$ cat config.mk
export PLATFORM = sky130hd
export DESIGN_NAME = hpq_mem
export DESIGN_NICKNAME = d
export VERILOG_FILES = /design/src/design/assert_macros.svh /design/src/design/hpq_pkg.sv /design/src/design/hpq_mem.sv
export SDC_FILE = /design/constraint.sdc
export NUM_CORES = 2
export LEC_CHECK = 0
export BUFFER_PORTS_ARGS = -buffer_cell sky130_fd_sc_hd__buf_2
export CAP_MARGIN = 20
export CORE_ASPECT_RATIO = 0.9
export CORE_MARGIN = 2
export CORE_UTILIZATION = 57
export CTS_BUF_LIST = sky130_fd_sc_hd__clkbuf_8
export DETAILED_ROUTE_END_ITERATION = 8
export PLACE_DENSITY = 0.71
export SLEW_MARGIN = 20
export SYNTH_ARGS = -nofsm -noshare
export SYNTH_HDL_FRONTEND = slang
export SYNTH_SLANG_ARGS = --single-unit
$ cat constraint.sdc
create_clock -name clock -period 7 [get_ports clock]
set_input_delay 1.05 -clock clock [delete_from_list [all_inputs] [get_ports clock]]
set_output_delay 1.05 -clock clock [all_outputs]
set_load 0.005 [all_outputs]
$ cat src/design/assert_macros.svh
// Assertion macros for the RTL files.
`ifndef ASSERT_MACROS_SVH
`define ASSERT_MACROS_SVH

// Antecedent implies consequent in the same cycle.
`define ASSERT_IMPL(label, ante, cons, msg) \
   label: assert property (@(posedge clock) disable iff (reset) (ante) |-> (cons)) \
      else $error(msg);

// Antecedent implies consequent in the next cycle.
`define ASSERT_NEXT(label, ante, cons, msg) \
   label: assert property (@(posedge clock) disable iff (reset) (ante) |=> (cons)) \
      else $error(msg);

// Condition holds at every clock edge out of reset.
`define ASSERT_ALWAYS(label, cond, msg) \
   label: assert property (@(posedge clock) disable iff (reset) (cond)) \
      else $error(msg);

`endif

$ cat src/design/hpq_pkg.sv
// Types and codes of the max-heap priority queue.
package hpq_pkg;

   localparam logic CMD_INSERT  = 1'b0;
   localparam logic CMD_EXTRACT = 1'b1;

   typedef enum logic [1:0] {
      STATUS_OK       = 2'd0,
      STATUS_OVERFLOW = 2'd1,
      STATUS_EMPTY    = 2'd2
   } status_type;

   typedef enum logic [2:0] {
      ST_IDLE,
      ST_UP_RD,
      ST_UP_EVAL,
      ST_DN_ROOT,
      ST_DN_RD,
      ST_DN_EVAL
   } state_type;

   typedef struct packed {
      logic [15:0] key;
      logic [15:0] entry_id;
      logic [7:0]  entry_type;
      logic [15:0] entry_count;
   } heap_entry_type;

   typedef struct packed {
      logic        cmd;
      logic [15:0] key;
      logic [15:0] entry_id;
      logic [7:0]  entry_type;
      logic [15:0] entry_count;
   } req_type;

   typedef struct packed {
      status_type  status;
      logic [15:0] out_key;
      logic [15:0] out_id;
      logic [7:0]  out_type;
      logic [15:0] out_count;
      logic [6:0]  fill_level;
   } rsp_type;

endpackage

$ cat src/design/hpq_mem.sv
// Heap entry memory: one write port, two registered read ports.
module hpq_mem #(
   parameter int DEPTH = 64,
   parameter int AW    = 6
) (
   input  logic                    clock,
   input  logic [AW-1:0]           rd_addr_a,
   input  logic [AW-1:0]           rd_addr_b,
   output hpq_pkg::heap_entry_type rd_data_a,
   output hpq_pkg::heap_entry_type rd_data_b,
   input  logic                    wr_en,
   input  logic [AW-1:0]           wr_addr,
   input  hpq_pkg::heap_entry_type wr_data
);

   hpq_pkg::heap_entry_type mem [DEPTH];
   hpq_pkg::heap_entry_type rd_a_ff;
   hpq_pkg::heap_entry_type rd_b_ff;

   always_ff @(posedge clock) begin
      if (wr_en) begin
         mem[wr_addr] <= wr_data;
      end
   end

   always_ff @(posedge clock) begin
      rd_a_ff <= mem[rd_addr_a];
      rd_b_ff <= mem[rd_addr_b];
   end

   assign rd_data_a = rd_a_ff;
   assign rd_data_b = rd_b_ff;

endmodule

# Word-level counts from Yosys, hierarchy flattened
# Memory sizes are Yosys's and may differ from the RTL's. A register that Yosys moved wholly into a read port is not among the register bits.
# Cells that the tools add are included.
dict set report op_classes {
  mux 2
}
# op count
set op_table {}
lappend op_table {{two-way mux 1 bit} 2}
dict set report word_totals {
  inputBits 76
  ramBits 3584
  out_inout_bits 112
  ff_bits 0
  wordCells 3
  memories 1
}
# name depth width read_ports rd_ports_with_merged_regs wr line
set memory_table {}
lappend memory_table {mem 64 56 2 2 1 hpq_mem.sv:16} ;# hpq_pkg::heap_entry_type mem [DEPTH];

# Depth between registers and ports, before layout
dict set report depth {
  word_depth 2
  ltp_mapped 11
}

# Worst setup path after synthesis
# No wires, ideal clock.
dict set report synth_path {
  kind {input port to flip-flop}
  from {input wr_addr[3]}
  to {memory mem[48][0] (netlist bit) (enable)}
  n_path_buf 1
  cell_stages 4
  t_arrival_ps 5359
  slack_ps 1103
  setup_ps 538
  cell_sequence {clkbuf_1 nor2b_1 nand4b_1 nor3_1}
}
# item line
set synth_lines {}
lappend synth_lines {{start, declared} hpq_mem.sv:12} ;# input logic [AW-1:0] wr_addr,
lappend synth_lines {{end, declared} hpq_mem.sv:16}
# Straight into the memory's write port.

# Final worst setup path
dict set report layout_path {
  from {register, netlist name rd_data_b[7]}
  to {output rd_data_b[7] (netlist bit)}
}
# item line
set layout_lines {}
lappend layout_lines {{end, declared} hpq_mem.sv:10} ;# output hpq_pkg::heap_entry_type rd_data_b,
# No word-level cell between the ends.

==> impl_results.md <==
- Layout cell share with drive strength beyond 1: 40.2%
- Horiz. Die Dim: 575 um
- CTS clk-pin slew, worst paths: about 0.060 ns
- Mean Syn Cell Area: roughly 22 um^2
- Outcome: finished clean
- RSZ-0062 raised after global routing: no
- Final Wtd Congestion: between 0.8 and 0.9
- Least-Margin Pin Slew: between 1 and 1.5 ns
- Synth area leaders: edfxtp_1 64%, mux4_2 27%, mux2i_1 1.5%
- # Max-Cap Violations: 0
- WHS: roughly 0.26 ns
- Crit path max-delay family: flip-flops
- Register area: approximately 0.11 mm^2
- Port buffer count: between 150 and 200
- # resized after CTS: 0
- Drt pass-1 iters: 6
- Leak: 0.0588 uW
- Core footprint: between 0.2 and 0.3 mm^2
- Initial Util: 57.3%
- Maximum clock frequency: roughly 0.3 GHz
- Crit path time final: 3.40 ns
- Setup Fix Bufs, Post-CTS: 0
- Routed via count: approximately 95000
- # DRC: 0
- Reg-to-reg endpoint: rd_data_a[46]$_DFF_P_
- Pwr dens: about 250 mW/mm^2
- Setup slack, reg-to-reg: about 4.7 ns
- Fillers: 19500
- CTS Root Cell: clkbuf_8
- Routed Antenna Nets: 0
- Hold endpoint: mem[16][30]$_DFFE_PP_
- WHS Path Cells: 1
- Synthesized area: around 0.17 mm^2
- Worst Hold Launch: wr_data[30]
- Chip Height: 518 um
- Critical path class: flip-flop to output port
- Die area: around 0.30 mm^2
- Global-route wire length before repair: approximately 750000 um
- R2R Path Start: mem[0][46]$_DFFE_PP_
- Layout Nets: 8153
- Buffer depth of the longest clock path: 4
- Cell area after layout: around 0.19 mm^2
- Slew HR: approximately 17%
- Final clock skew: slightly below 0.07 ns
- Gate Count Post-Synth: approximately 7600
- FP Rows: 188
- Yosys warns: 0
- Vias in the first global route: 94200
- Post-CTS Hold Buffers: 0
- Syn_nets: a little under 8000
- Final setup TNS: 0 ns
- Area leader, netlist: edfxtp_1
- Crit path buf inv count: 1
- Io pins: between 150 and 200
- Cell variety after synth: 38
- Worst Path Required: between 5 and 6 ns
- CTS tree: built
- Pin count of the biggest net entering global routing: 109
- VDD IR max: roughly 0.19 mV
- DP HPWL: between 300000 and 400000 um
- Clock net sink count: roughly 3700
- Period utilization: about half
- Worst hold path class: primary input to flip-flop
- Vias per cell: around 7.5
- Final Hold Fails: 0
- Total wire length: around 550000 um
- Initial DRC Count: between 15000 and 20000
- Final setup vio count: 0
- Post-synth top flop: edfxtp_1
- Drt wl/cell: 43.6 um
- Htree depth: 6
- CP Max Fanout: 1
- Worst stage delay on the critical path: slightly below 0.9 ns
- FFs w/ async S/R, synth: 0%
- Crit. End Element: output port
- Post-synth top area share: between 60 and 70%
- EDFF count, synth: 3584
- Pwr Total: roughly 47000 uW
- CTS buffer count: 588
- Area grow syn2layout: 10.9%
- Sequential share of the synthesized area: between 60% and 70%
- Total GRT Usage: a little under two fifths
- DP Area: roughly 0.17 mm^2
- Worst-Skew Late Latency: between 1 and 1.5 ns
- Grt total ovfl: 0
- Worst Path Arrival: between 2 and 2.5 ns
- Startpoint types: flip-flop
- Area occupied by multi-input gates: ~0.055 mm^2
- Max-slew violations: 0
- Synth Register Bits: about 3700
- Worst R2R Path Depth: 4
- CP max stage cell: dfxtp_1
- Worst path cell trace: buf_2
- Initial antenna violation count: 84
[worst max path at each step]
stage	end	cells after the start	from
floorplan	mem[48][0]$_DFFE_PP_	4	wr_addr[3]
global placement	rd_data_b[46]$_DFF_P_	7	rd_addr_b[0]
detailed placement	rd_data_b[50]$_DFF_P_	7	rd_addr_b[0]
CTS	rd_data_b[7]	1	rd_data_b[7]$_DFF_P_
global route	rd_data_b[7]	1	rd_data_b[7]$_DFF_P_
finish	rd_data_b[7]	1	rd_data_b[7]$_DFF_P_
[routing by layer]
| layer | vias up | GRT usage [%] | share of wire [%] |
|---|---|---|---|
| met5 | - | 0 | 0.061 |
| met4 | 44 | 19.6 | 6.0 |
| met3 | 1536 | 11.3 | 15 |
| met2 | 7909 | 54.3 | 45 |
| met1 | 50300 | 50.2 | 34 |
| li1 | 34900 | - | - |
[cells by family after synthesis]
group	synth area share, %
AO/OA/AOI/OAI	2.00
buffers and inverters	1.72
flip-flops	65.8
multiplexers	29.3
AND/OR/NAND/NOR	1.22
[cell usage after synthesis (all sizes together), types with 9 or more instances]
cell type,n
edfxtp,3584
mux4,2020
buf,393
nand2,285
mux2i,250
clkbuf,222
dfxtp,112
a21oi,110
nor2,108
mux2,87
a22oi,79
o22ai,61
o21ai,57
o211ai,50
nor2b,31
a211oi,29
a221o,26
a22o,26
o221ai,25
nand3,17
a31oi,16
and2,14
a221oi,9
[power breakdown]
part / internal, uW / switching, uW
Clock: 9370 / 8860
Combinational: 1610 / 2120
Sequential: 24500 / 282
Total: 35500 / 11300
[state kept, by name (all words and copies together) (netlist names)]
register / cells
mem: 3584
rd_data_a: 56
rd_data_b: 56
[cell type report]
cell class | instances | area share [%]
tap | 3895 | 2.63
sequential | 3696 | 59.3
timing repair buffer | 455 | 2.17
inverter | 1 | 0.00473
multi-input combinational | 3335 | 29.6
clock buffer | 641 | 4.76
clock inverter | 434 | 1.40
antenna | 86 | 0.116
[placed cells by master (no fill, tap or decap), types with 4 or more instances in the layout]
cell,n
a211oi_1,29
a21oi_1,110
a221o_1,26
a221oi_1,9
a22o_1,26
a22oi_1,79
a31oi_1,16
and2_1,12
buf_12,78
buf_2,167
buf_4,204
buf_8,6
bufinv_16,24
clkbuf_8,641
clkinv_1,108
clkinv_2,86
clkinvlp_4,23
dfxtp_1,112
diode_2,86
edfxtp_1,3584
inv_1,171
inv_6,14
inv_8,6
mux2_2,87
mux2i_1,250
mux4_2,2020
nand2_1,283
nand2b_1,5
nand3_1,17
nand3b_1,8
nor2_1,45
nor2_4,63
nor2b_1,27
nor3_1,4
o211ai_1,50
o21ai_0,57
o221ai_1,25
o22ai_1,61
[per-stage QoR]
| stage | worst slack [ns] | cells | util (%) |
|---|---|---|---|
| 2_1_floorplan | 1.10 | 7647 | - |
| 3_3_place_gp | 2.61 | 11400 | 59.5 |
| 3_5_place_dp | 2.60 | 11400 | 59.5 |
| 4_1_cts | 3.65 | 12500 | 63.4 |
| 5_1_grt | 3.60 | 12500 | 63.5 |
| 6_report | 3.60 | 12500 | 63.5 |
(Power assumes the default switching activity.)
